$ cat config.mk
export PLATFORM = sky130hd
export DESIGN_NAME = tlu_ctrl
export DESIGN_NICKNAME = d
export VERILOG_FILES = /design/src/tlu_pkg.sv /design/src/tlu_ctrl.sv
export SDC_FILE = /design/constraint.sdc
export NUM_CORES = 1
export LEC_CHECK = 0
export BUFFER_PORTS_ARGS = -buffer_cell sky130_fd_sc_hd__buf_4
export CORE_ASPECT_RATIO = 1.4
export CORE_MARGIN = 10
export CORE_UTILIZATION = 30
export DETAILED_ROUTE_END_ITERATION = 16
export GPL_TIMING_DRIVEN = 0
export PLACE_DENSITY = 0.55
export SLEW_MARGIN = 20
export SYNTH_ARGS = -nofsm -noshare
export SYNTH_HDL_FRONTEND = slang
export SYNTH_SLANG_ARGS = --single-unit
$ cat constraint.sdc
create_clock -name clk -period 2.65 [get_ports clk]
set_input_delay 0 -clock clk [delete_from_list [all_inputs] [get_ports clk]]
set_output_delay 0 -clock clk [all_outputs]
set_load 0.1 [all_outputs]
$ cat src/tlu_pkg.sv
package tlu_pkg;

  // Coefficient entries per layer: a,b,c,d for each of the main, upper and lower diagonals.
  localparam int SETS = 12;
  localparam int COEFS_PER_SET = 4;
  localparam int CORDIC_STEPS = 28;
  localparam logic signed [33:0] CORDIC_GAIN = 34'sd652032875;
  localparam int LAYER_W = 6;

  // Configuration register indexes.
  localparam logic [1:0] REG_SIZE_X = 2'd0;
  localparam logic [1:0] REG_SIZE_Y = 2'd1;
  localparam logic [1:0] REG_SIZE_Z = 2'd2;

  // Datapath operations.
  localparam logic [4:0] OP_NONE         = 5'd0;
  localparam logic [4:0] OP_LOAD         = 5'd1;
  localparam logic [4:0] OP_CAPTURE      = 5'd2;
  localparam logic [4:0] OP_ANG_START    = 5'd3;
  localparam logic [4:0] OP_DIV_STEP     = 5'd4;
  localparam logic [4:0] OP_CORDIC_INIT  = 5'd5;
  localparam logic [4:0] OP_CORDIC_STEP  = 5'd6;
  localparam logic [4:0] OP_CORDIC_END   = 5'd7;
  localparam logic [4:0] OP_MUL_E        = 5'd8;
  localparam logic [4:0] OP_EXY          = 5'd9;
  localparam logic [4:0] OP_LAYER_START  = 5'd10;
  localparam logic [4:0] OP_ACC_CLR      = 5'd11;
  localparam logic [4:0] OP_READ         = 5'd12;
  localparam logic [4:0] OP_MUL_COEF     = 5'd13;
  localparam logic [4:0] OP_ACC_PROD     = 5'd14;
  localparam logic [4:0] OP_ACC_D        = 5'd15;
  localparam logic [4:0] OP_SET_V        = 5'd16;
  localparam logic [4:0] OP_MUL_LA       = 5'd17;
  localparam logic [4:0] OP_L_RE         = 5'd18;
  localparam logic [4:0] OP_MUL_LB       = 5'd19;
  localparam logic [4:0] OP_L_IM         = 5'd20;
  localparam logic [4:0] OP_MUL_DA       = 5'd21;
  localparam logic [4:0] OP_DEN_RE       = 5'd22;
  localparam logic [4:0] OP_MUL_DB       = 5'd23;
  localparam logic [4:0] OP_DEN_IM       = 5'd24;
  localparam logic [4:0] OP_DEN_D        = 5'd25;
  localparam logic [4:0] OP_MUL_N        = 5'd26;
  localparam logic [4:0] OP_NORM         = 5'd27;
  localparam logic [4:0] OP_RECIP_START  = 5'd28;
  localparam logic [4:0] OP_RECIP_END    = 5'd29;
  localparam logic [4:0] OP_EMIT         = 5'd30;

  // Coefficient set selectors.
  localparam logic [1:0] SET_MAIN  = 2'd0;
  localparam logic [1:0] SET_UPPER = 2'd1;
  localparam logic [1:0] SET_LOWER = 2'd2;

  typedef struct packed {
    logic [4:0]         op;
    logic               axis;
    logic [4:0]         idx;
    logic [1:0]         set;
    logic [LAYER_W-1:0] layer;
    logic               first;
    logic               last;
  } cmd_t;

  typedef struct packed {
    logic out_free;
    logic norm_zero;
  } stat_t;

  function automatic logic [31:0] cordic_angle(input logic [4:0] i);
    logic [31:0] r;
    case (i)
      5'd0:  r = 32'd268435456;
      5'd1:  r = 32'd158466703;
      5'd2:  r = 32'd83729454;
      5'd3:  r = 32'd42502378;
      5'd4:  r = 32'd21333666;
      5'd5:  r = 32'd10677233;
      5'd6:  r = 32'd5339919;
      5'd7:  r = 32'd2670123;
      5'd8:  r = 32'd1335082;
      5'd9:  r = 32'd667543;
      5'd10: r = 32'd333772;
      5'd11: r = 32'd166886;
      5'd12: r = 32'd83443;
      5'd13: r = 32'd41722;
      5'd14: r = 32'd20861;
      5'd15: r = 32'd10430;
      5'd16: r = 32'd5215;
      5'd17: r = 32'd2608;
      5'd18: r = 32'd1304;
      5'd19: r = 32'd652;
      5'd20: r = 32'd326;
      5'd21: r = 32'd163;
      5'd22: r = 32'd81;
      5'd23: r = 32'd41;
      5'd24: r = 32'd20;
      5'd25: r = 32'd10;
      5'd26: r = 32'd5;
      5'd27: r = 32'd3;
      default: r = 32'd0;
    endcase
    return r;
  endfunction

  function automatic logic ovf32(input logic signed [65:0] v);
    return (v > 66'sd2147483647) || (v < -66'sd2147483648);
  endfunction

  function automatic logic signed [31:0] sat32(input logic signed [65:0] v);
    logic signed [31:0] r;
    if (v > 66'sd2147483647) begin
      r = 32'sh7fffffff;
    end else if (v < -66'sd2147483648) begin
      r = 32'sh80000000;
    end else begin
      r = v[31:0];
    end
    return r;
  endfunction

endpackage

$ cat src/tlu_ctrl.sv
module tlu_ctrl #(
  parameter int LAYERS_MAX = 64,
  parameter int FRAC_BITS  = 24
) (
  input  logic           clk,
  input  logic           rst,
  input  logic           item_valid,
  input  logic           item_mode,
  output logic           item_ready,
  input  logic [6:0]     size_z,
  input  tlu_pkg::stat_t stat,
  output tlu_pkg::cmd_t  cmd
);

  localparam int DIVW  = 32 + 2 * FRAC_BITS;
  localparam int CNT_W = $clog2(DIVW);

  localparam logic [4:0] S_IDLE   = 5'd0;
  localparam logic [4:0] S_ANG    = 5'd1;
  localparam logic [4:0] S_ADIV   = 5'd2;
  localparam logic [4:0] S_CINIT  = 5'd3;
  localparam logic [4:0] S_CSTEP  = 5'd4;
  localparam logic [4:0] S_CEND   = 5'd5;
  localparam logic [4:0] S_MULE   = 5'd6;
  localparam logic [4:0] S_EXY    = 5'd7;
  localparam logic [4:0] S_LSTART = 5'd8;
  localparam logic [4:0] S_CLR    = 5'd9;
  localparam logic [4:0] S_RD     = 5'd10;
  localparam logic [4:0] S_MUL    = 5'd11;
  localparam logic [4:0] S_ACC    = 5'd12;
  localparam logic [4:0] S_ACCD   = 5'd13;
  localparam logic [4:0] S_SETV   = 5'd14;
  localparam logic [4:0] S_MLA    = 5'd15;
  localparam logic [4:0] S_LRE    = 5'd16;
  localparam logic [4:0] S_MLB    = 5'd17;
  localparam logic [4:0] S_LIM    = 5'd18;
  localparam logic [4:0] S_MDA    = 5'd19;
  localparam logic [4:0] S_DRE    = 5'd20;
  localparam logic [4:0] S_MDB    = 5'd21;
  localparam logic [4:0] S_DIM    = 5'd22;
  localparam logic [4:0] S_DEN0   = 5'd23;
  localparam logic [4:0] S_MULN   = 5'd24;
  localparam logic [4:0] S_NORM   = 5'd25;
  localparam logic [4:0] S_RSTART = 5'd26;
  localparam logic [4:0] S_RDIV   = 5'd27;
  localparam logic [4:0] S_REND   = 5'd28;
  localparam logic [4:0] S_EMIT   = 5'd29;

  logic [4:0]       state, state_next;
  logic             axis, axis_next;
  logic [CNT_W-1:0] cnt, cnt_next;
  logic [5:0]       k, k_next;
  logic [1:0]       s, s_next;
  logic [1:0]       j, j_next;
  logic [6:0]       nz;
  logic             last_layer;

  always_comb begin
    nz         = (size_z > 7'(LAYERS_MAX)) ? 7'(LAYERS_MAX) : size_z;
    last_layer = (7'(k) == nz - 7'd1);
  end

  always_comb begin
    state_next = state;
    axis_next  = axis;
    cnt_next   = cnt;
    k_next     = k;
    s_next     = s;
    j_next     = j;
    cmd        = '0;
    cmd.axis   = axis;
    cmd.idx    = 5'(cnt);
    cmd.set    = s;
    cmd.layer  = k;
    cmd.first  = (k == 6'd0);
    cmd.last   = last_layer;
    item_ready = (state == S_IDLE);
    case (state)
      S_IDLE: begin
        if (item_valid) begin
          if (!item_mode) begin
            cmd.op = tlu_pkg::OP_LOAD;
          end else if (nz != 7'd0) begin
            cmd.op     = tlu_pkg::OP_CAPTURE;
            axis_next  = 1'b0;
            state_next = S_ANG;
          end
        end
      end
      S_ANG: begin
        cmd.op     = tlu_pkg::OP_ANG_START;
        cnt_next   = CNT_W'(DIVW - 1);
        state_next = S_ADIV;
      end
      S_ADIV: begin
        cmd.op = tlu_pkg::OP_DIV_STEP;
        if (cnt == '0) begin
          state_next = S_CINIT;
        end else begin
          cnt_next = cnt - 1'b1;
        end
      end
      S_CINIT: begin
        cmd.op     = tlu_pkg::OP_CORDIC_INIT;
        cnt_next   = '0;
        state_next = S_CSTEP;
      end
      S_CSTEP: begin
        cmd.op = tlu_pkg::OP_CORDIC_STEP;
        if (cnt == CNT_W'(tlu_pkg::CORDIC_STEPS - 1)) begin
          state_next = S_CEND;
        end else begin
          cnt_next = cnt + 1'b1;
        end
      end
      S_CEND: begin
        cmd.op = tlu_pkg::OP_CORDIC_END;
        if (!axis) begin
          axis_next  = 1'b1;
          state_next = S_ANG;
        end else begin
          state_next = S_MULE;
        end
      end
      S_MULE: begin
        cmd.op     = tlu_pkg::OP_MUL_E;
        state_next = S_EXY;
      end
      S_EXY: begin
        cmd.op     = tlu_pkg::OP_EXY;
        k_next     = '0;
        state_next = S_LSTART;
      end
      S_LSTART: begin
        cmd.op     = tlu_pkg::OP_LAYER_START;
        s_next     = tlu_pkg::SET_MAIN;
        state_next = S_CLR;
      end
      S_CLR: begin
        cmd.op     = tlu_pkg::OP_ACC_CLR;
        j_next     = '0;
        state_next = S_RD;
      end
      S_RD: begin
        cmd.op     = tlu_pkg::OP_READ;
        cmd.idx    = {3'd0, j};
        state_next = (j == 2'd3) ? S_ACCD : S_MUL;
      end
      S_MUL: begin
        cmd.op     = tlu_pkg::OP_MUL_COEF;
        cmd.idx    = {3'd0, j};
        state_next = S_ACC;
      end
      S_ACC: begin
        cmd.op     = tlu_pkg::OP_ACC_PROD;
        j_next     = j + 2'd1;
        state_next = S_RD;
      end
      S_ACCD: begin
        cmd.op     = tlu_pkg::OP_ACC_D;
        state_next = S_SETV;
      end
      S_SETV: begin
        cmd.op = tlu_pkg::OP_SET_V;
        if (s == tlu_pkg::SET_MAIN) begin
          s_next     = tlu_pkg::SET_UPPER;
          state_next = S_CLR;
        end else if (s == tlu_pkg::SET_UPPER) begin
          if (k == 6'd0) begin
            state_next = S_DEN0;
          end else begin
            s_next     = tlu_pkg::SET_LOWER;
            state_next = S_CLR;
          end
        end else begin
          state_next = S_MLA;
        end
      end
      S_MLA: begin
        cmd.op     = tlu_pkg::OP_MUL_LA;
        state_next = S_LRE;
      end
      S_LRE: begin
        cmd.op     = tlu_pkg::OP_L_RE;
        state_next = S_MLB;
      end
      S_MLB: begin
        cmd.op     = tlu_pkg::OP_MUL_LB;
        state_next = S_LIM;
      end
      S_LIM: begin
        cmd.op     = tlu_pkg::OP_L_IM;
        state_next = S_MDA;
      end
      S_MDA: begin
        cmd.op     = tlu_pkg::OP_MUL_DA;
        state_next = S_DRE;
      end
      S_DRE: begin
        cmd.op     = tlu_pkg::OP_DEN_RE;
        state_next = S_MDB;
      end
      S_MDB: begin
        cmd.op     = tlu_pkg::OP_MUL_DB;
        state_next = S_DIM;
      end
      S_DIM: begin
        cmd.op     = tlu_pkg::OP_DEN_IM;
        state_next = S_MULN;
      end
      S_DEN0: begin
        cmd.op     = tlu_pkg::OP_DEN_D;
        state_next = S_MULN;
      end
      S_MULN: begin
        cmd.op     = tlu_pkg::OP_MUL_N;
        state_next = S_NORM;
      end
      S_NORM: begin
        cmd.op     = tlu_pkg::OP_NORM;
        state_next = S_RSTART;
      end
      S_RSTART: begin
        cmd.op     = tlu_pkg::OP_RECIP_START;
        cnt_next   = CNT_W'(DIVW - 1);
        state_next = stat.norm_zero ? S_EMIT : S_RDIV;
      end
      S_RDIV: begin
        cmd.op = tlu_pkg::OP_DIV_STEP;
        if (cnt == '0) begin
          state_next = S_REND;
        end else begin
          cnt_next = cnt - 1'b1;
        end
      end
      S_REND: begin
        cmd.op     = tlu_pkg::OP_RECIP_END;
        state_next = S_EMIT;
      end
      S_EMIT: begin
        if (stat.out_free) begin
          cmd.op = tlu_pkg::OP_EMIT;
          if (last_layer) begin
            state_next = S_IDLE;
          end else begin
            k_next     = k + 6'd1;
            state_next = S_LSTART;
          end
        end
      end
      default: begin
        state_next = S_IDLE;
      end
    endcase
  end

  always_ff @(posedge clk) begin
    if (rst) begin
      state <= S_IDLE;
      axis  <= 1'b0;
      cnt   <= '0;
      k     <= '0;
      s     <= '0;
      j     <= '0;
    end else begin
      state <= state_next;
      axis  <= axis_next;
      cnt   <= cnt_next;
      k     <= k_next;
      s     <= s_next;
      j     <= j_next;
    end
  end

endmodule

==> results of run 1 <==
==> state kept, by name (all words and copies together) (netlist names) <==
signal,cells
s,2
cnt,7
j,2
state,5
k,6
axis,1
==> power by group <==
group	switching, mW	total (mW)	leakage [nW]	internal [mW]
registers	0.0477	0.427	0.188	0.380
clock network	0.131	0.237	0.0255	0.105
logic	0.711	0.996	0.818	0.286
total	0.890	1.66	1.03	0.771
==> cell usage after synthesis (5+ instances only) <==
cell type  count  area share [%]
inv_1         11             1.9
clkbuf_1      14             2.4
a31oi_1        5             1.4
a22oi_1        7             2.4
o21ai_0       13             3.0
dfxtp_1       23              21
and3_1         7             2.0
nand2b_1      11             3.2
nor2b_1       13             3.8
nand2_1       22             3.8
nand3_1       12             2.8
nor3_1         8             1.8
ha_1           9             5.2
o21ai_1        6             1.4
xnor2_1        6             2.4
a21oi_1       28             6.5
o22ai_1        5             1.4
nor2_1        26             4.5
nand4_1        6             1.7
==> placed cells by master (no fill, tap or decap), types with 11 or more instances in the layout <==
master    instances
nand2_1          22
dfxtp_1          19
clkbuf_1         14
nor2_1           25
a21oi_1          26
buf_4            34
o21ai_0          11
inv_1            11
nor2b_1          13
nand3_1          12
==> metrics by stage <==
step	TNS, ps	hold WS, ps	total power, mW
after CTS	0	46.1	1.64
after global placement	-430	348	1.39
final	0	46.9	1.66
after global routing	0	59.4	1.75
after floorplan	-570	214	1.18
after detailed placement	-487	346	1.39
==> what timing repair did <==
action                                  in CTS  in global routing
pin swaps                                    1                  3
endpoints found under the setup margin       3                  2
buffers inserted                             1                  0
gates resized for setup                      2                  9
==> critical path, stage by stage (launching register included) <==
cell	delay (ps)
dfxtp_2	390
or3_4	420
a21oi_4	200
inv_1	80
fa_2	350
nand2b_4	170
a21oi_4	150
o22ai_1	110
xnor2_1	210
nor2b_1	70
o21ai_1	120
a31oi_1	90
==> cell type report <==
cell class / count / area, sq um
Multi-Input combinational cell: 246 / 1610
Clock inverter: 1 / 5.00
Sequential cell: 23 / 465
Timing Repair Buffer: 33 / 251
Clock buffer: 3 / 41.3
Tap cell: 95 / 119
Inverter: 11 / 41.3
Buffer: 20 / 97.6
Fill cell: 749 / 4350
==> logic make-up after synthesis <==
logic type | Yosys count | share of synthesized area [%]
compound gates | 92 | 27.2
xor+xnor | 9 | 3.64
fa+ha+maj | 10 | 6.13
buf+inv | 32 | 6.65
flops | 23 | 21.3
mux | 4 | 1.97
simple gates | 131 | 33.1
==> path summary, 6_finish.rpt <==
kind / cells past startpoint / to / start / slack, ps
worst max register to register: 11 / cnt[6]$_SDFFE_PP0P_ / state[4]$_SDFFE_PP0P_ / 170
worst min-delay path: 3 / k[5]$_SDFFE_PP0P_ / rst / 50
worst max-delay path: 11 / cnt[6]$_SDFFE_PP0P_ / state[4]$_SDFFE_PP0P_ / 170
worst min register to register: 2 / s[1]$_SDFFE_PP0P_ / s[1]$_SDFFE_PP0P_ / 530
==> routing by layer <==
metal  track usage (%)  up-vias  share of wire (%)
met5                 0        -                  0
met4              4.06        0                2.0
met3              2.04       10                4.8
met2              21.8       70                 50
met1              13.6     1089                 43
li1                  -     1169                  -
==> flow_metrics.env, run 1 <==
export IMPL_finalSetupViolCount=0
export IMPL_post_dp_cell_area_sq_mm=0.00253
export IMPL_cts_tree="done"
export IMPL_area_growth_pct=21.5
export IMPL_fin_ws_ps=166
export IMPL_period_minus_slack_ps=2480
export IMPL_finalMaxSlewViolations=0
export IMPL_hold_violations=0
export IMPL_place_ws_ps=-355
export IMPL_dieArea_sq_mm=0.0111
export IMPL_startpoint_type="flip-flop"
export IMPL_cp_arrival_ps=2620
export IMPL_grt_overflow_total=0
export IMPL_synth_flop_cell="dfxtp_1"
export IMPL_synth_seq_cells=23
export IMPL_avgSynthCellArea_sq_um=7.19
export IMPL_grt_first_pass_wirelength_um=11300
export IMPL_yosysWarnings=0
export IMPL_place_inst=428
export IMPL_outcome="finished clean"
export IMPL_cts_hold_buf=0
export IMPL_numCtsBuffers=3
export IMPL_io_buffer_count=32
export IMPL_grt_setup_unrepaired="no"
export IMPL_drc=0
export IMPL_chipWidth_um=91.8
export IMPL_synth_cell_types=57
export IMPL_power_leakage_nw=1.03
export IMPL_clkSlewWorstSetupHoldPaths_ps=100
export IMPL_clockRootBuffer="clkbuf_8"
export IMPL_initial_utilization_pct=31.0
export IMPL_n_antenna_cell=0
export IMPL_synth_edf_count=0
export IMPL_place_detailed_hpwl_um=5190
export IMPL_clk_insertion_delay_late_ps=270
export IMPL_fin_util_pct=37.7
export IMPL_worstPathMaxFanout=9
export IMPL_cp_end_kind="flip-flop"
export IMPL_vias=2338
export IMPL_fp_row_count=36
export IMPL_grt_pass1_vias=2339
export IMPL_grt_max_degree=14
export IMPL_clock_path_buffers=2
export IMPL_drive_gt1_share_pct=18.7
export IMPL_maxSlewHeadroom_pct=59.4
export IMPL_syn_inst=301
export IMPL_core_area_sq_mm=0.00698
export IMPL_ys_seq_area_share_pct=21.3
export IMPL_criticalPathCategory="flip-flop to flip-flop"
export IMPL_drv_cap=0
export IMPL_grtUsageTotal_pct=11.9
export IMPL_design_area_sq_mm=0.00263
export IMPL_cts_sinks=23
export IMPL_cp_required_ps=2790
export IMPL_htreeDepth=1
export IMPL_die_height_um=121
export IMPL_postSynth_asyncResetShare_pct=0
export IMPL_wl_per_cell_um=15.7
export IMPL_synth_area_sq_mm=0.00216
export IMPL_fin_cells=432
export IMPL_firstDrtPassIters=4
export IMPL_tightest_slew_ps=605
export IMPL_detail_route_iter0_violations=204
export IMPL_syn_num_nets=324
export IMPL_power_density_mw_per_mm2=631
export IMPL_post_route_period_util_pct=93.8
export IMPL_via_per_inst=5.41
export IMPL_ant_nets=0
export IMPL_io_pins=35
export IMPL_drt_wl_total_um=6780
export IMPL_gp_congestion=0.919
export IMPL_nNetsFinal=361
export IMPL_min_path_type="input port to flip-flop"
export IMPL_timing_fmax_mhz=403
export IMPL_grt_antenna_before_repair=0
export IMPL_fin_skew_ps=8.98
export IMPL_ir_drop_mv=0.463
No activity file was read; power rests on OpenSTA's default activity.
==> inputs of run 2 (changes only) <==
--- a/config.mk
+++ b/config.mk
@@ -11,7 +11,6 @@
 export CORE_UTILIZATION = 30
 export DETAILED_ROUTE_END_ITERATION = 16
 export GPL_TIMING_DRIVEN = 0
-export PLACE_DENSITY = 0.55
 export SLEW_MARGIN = 20
 export SYNTH_ARGS = -nofsm -noshare
 export SYNTH_HDL_FRONTEND = slang
==> run 2 against run 1 <==
Against the previous run:
- first-iteration DRC count down 5.9%
- utilization up 0.054 points
- final area up 0.14%
- combinational power down 1%
- sequential power about the same
- clock-buffer cell count unchanged
- largest power group unchanged
==> flow_metrics.env, run 2 (synthesis results as in run 1) <==
export IMPL_timing_fmax_mhz=412
export IMPL_drv_cap=0
export IMPL_fin_skew_ps=2.43
export IMPL_final_common_cell="buf_4"
export IMPL_via_per_inst=5.45
export IMPL_power_density_mw_per_mm2=625
export IMPL_fp_row_count=36
export IMPL_wl_per_cell_um=15.4
export IMPL_htreeDepth=1
export IMPL_die_height_um=121
export IMPL_cp_end_kind="flip-flop"
export IMPL_tns_ps=0
export IMPL_reg2regPathDepth=11
export IMPL_hp_start="rst"
export IMPL_detail_route_iter0_violations=192
export IMPL_vias=2361
export IMPL_place_detailed_hpwl_um=5140
export IMPL_core_area_sq_mm=0.00698
export IMPL_grtUsageTotal_pct=11.7
export IMPL_clock_path_buffers=2
export IMPL_drc=0
export IMPL_cts_hold_buf=0
export IMPL_power_leakage_nw=1.04
export IMPL_n_fill_cell=757
export IMPL_cp_arrival_ps=2580
export IMPL_drt_wl_total_um=6650
export IMPL_initial_utilization_pct=31.0
export IMPL_post_route_period_util_pct=91.5
export IMPL_area_growth_pct=21.7
export IMPL_place_ws_ps=-342
export IMPL_firstDrtPassIters=4
export IMPL_grt_overflow_total=0
export IMPL_grt_antenna_before_repair=0
export IMPL_r2r_start="state[4]$_SDFFE_PP0P_"
export IMPL_ir_drop_mv=0.368
export IMPL_clockRootBuffer="clkbuf_8"
export IMPL_place_inst=428
export IMPL_maxSlewHeadroom_pct=64.6
export IMPL_startpoint_type="flip-flop"
export IMPL_clkSlewWorstSetupHoldPaths_ps=90
export IMPL_worstPathMaxFanout=9
export IMPL_hold_violations=0
export IMPL_top_register="cnt"
export IMPL_clk_insertion_delay_late_ps=280
export IMPL_min_to="k[3]$_SDFFE_PP0P_"
export IMPL_outcome="finished clean"
export IMPL_grt_max_degree=14
export IMPL_tightest_slew_ps=531
export IMPL_chipWidth_um=91.8
export IMPL_final_cell_mix="buf_4, a21oi_1, nor2_1, nand2_1, dfxtp_1"
export IMPL_grt_setup_unrepaired="no"
export IMPL_cp_required_ps=2810
export IMPL_top_regs="cnt: 7 flops, k: 6 flops, state: 5 flops"
export IMPL_whs_ps=47.5
export IMPL_cts_tree="done"
export IMPL_n_antenna_cell=0
export IMPL_multi_input_area_sq_mm=0.00160
export IMPL_finalSetupViolCount=0
export IMPL_hold_depth=3
export IMPL_total_power_mw=1.65
export IMPL_grt_pass1_vias=2311
export IMPL_cts_sinks=23
export IMPL_reg2reg_to="cnt[5]$_SDFFE_PP0P_"
export IMPL_finalMaxSlewViolations=0
export IMPL_nNetsFinal=362
export IMPL_criticalPathCategory="flip-flop to flip-flop"
export IMPL_drive_gt1_share_pct=18.6
export IMPL_min_path_type="input port to flip-flop"
export IMPL_ant_nets=0
export IMPL_fin_cells=433
export IMPL_fin_ws_ps=224
export IMPL_io_pins=35
export IMPL_numCtsBuffers=3
export IMPL_dieArea_sq_mm=0.0111
export IMPL_regArea_sq_um=469
export IMPL_grt_first_pass_wirelength_um=11100
export IMPL_r2r_slack_ps=220
export IMPL_largest_reg_flops=7
export IMPL_gp_congestion=0.984
export IMPL_period_minus_slack_ps=2430
export IMPL_io_buffer_count=32
-- run 2: changes by cell type in the layout (fill, tap and decap cells not counted) --
| cell | previous run | this run |
|---|---|---|
| o21ai_1 | 7 | 8 |
| a21oi_2 | 1 | 0 |
| a21oi_1 | 26 | 27 |
| dfxtp_4 | 0 | 1 |
| buf_4 | 34 | 35 |
| o21ai_2 | 1 | 0 |
| dfxtp_1 | 19 | 18 |
-- run 2: per-stage QoR --
stage | area [sq um] | util, %
after detailed placement | 2530 | 36.3
final | 2630 | 37.7
after floorplan | 2180 | -
after global placement | 2530 | 36.3
after CTS | 2600 | 37.2
after global routing | 2630 | 37.7
-- run 2: layout make-up --
cell class                 count  area share, %
multi-input combinational    246           60.8
clock inverter                 1          0.190
tap                           95           4.51
timing repair buffer          34           9.83
clock buffer                   3           1.57
sequential                    23           17.8
buffer                        20           3.71
inverter                      11           1.57
-- run 2: how the worst max path moves through the flow --
| stage | to | depth (start not counted) | startpoint | slack (ps) |
|---|---|---|---|---|
| after floorplan | cmd[10] | 5 | state[4]$_SDFFE_PP0P_ | -290 |
| after global placement | cnt[6]$_SDFFE_PP0P_ | 12 | state[4]$_SDFFE_PP0P_ | -300 |
| after detailed placement | cnt[6]$_SDFFE_PP0P_ | 12 | state[4]$_SDFFE_PP0P_ | -340 |
| after CTS | cnt[6]$_SDFFE_PP0P_ | 12 | state[4]$_SDFFE_PP0P_ | 20 |
| after global routing | cnt[6]$_SDFFE_PP0P_ | 11 | state[0]$_SDFFE_PP0P_ | 20 |
| final | cnt[5]$_SDFFE_PP0P_ | 11 | state[4]$_SDFFE_PP0P_ | 220 |
-- run 2: worst max-delay path: stages (launching register included) --
cell and delay [ps]:
dfxtp_4 360, or3_4 400, a21oi_4 190, buf_6 160
ha_1 230, a21o_1 170, a21oi_1 210, o21bai_1 110
a21oi_1 190, xnor2_1 80, a22oi_1 150, nor2_1 50
-- run 2: where the power goes --
part / leakage [nW] / internal, mW / switching [mW]
Sequential: 0.189 / 0.379 / 0.0470
Clock: 0.0255 / 0.106 / 0.131
Combinational: 0.822 / 0.284 / 0.700
-- run 2: repair_timing --
action                     CTS  global route
gates resized for setup      2             9
pin swaps                    1             3
setup endpoints to repair    3             2
buffers inserted             1             1
gates cloned                 0             0
-- run 2: metal layers --
metal | vias up | track usage, % | wire length (um) | share of wire (%)
met4 | 0 | 3.87 | 85 | 1.3
met2 | 65 | 21.7 | 3350 | 50
met5 | - | 0 | 0 | 0
li1 | 1180 | - | - | -
met1 | 1108 | 13.2 | 2890 | 43
met3 | 8 | 1.86 | 322 | 4.8
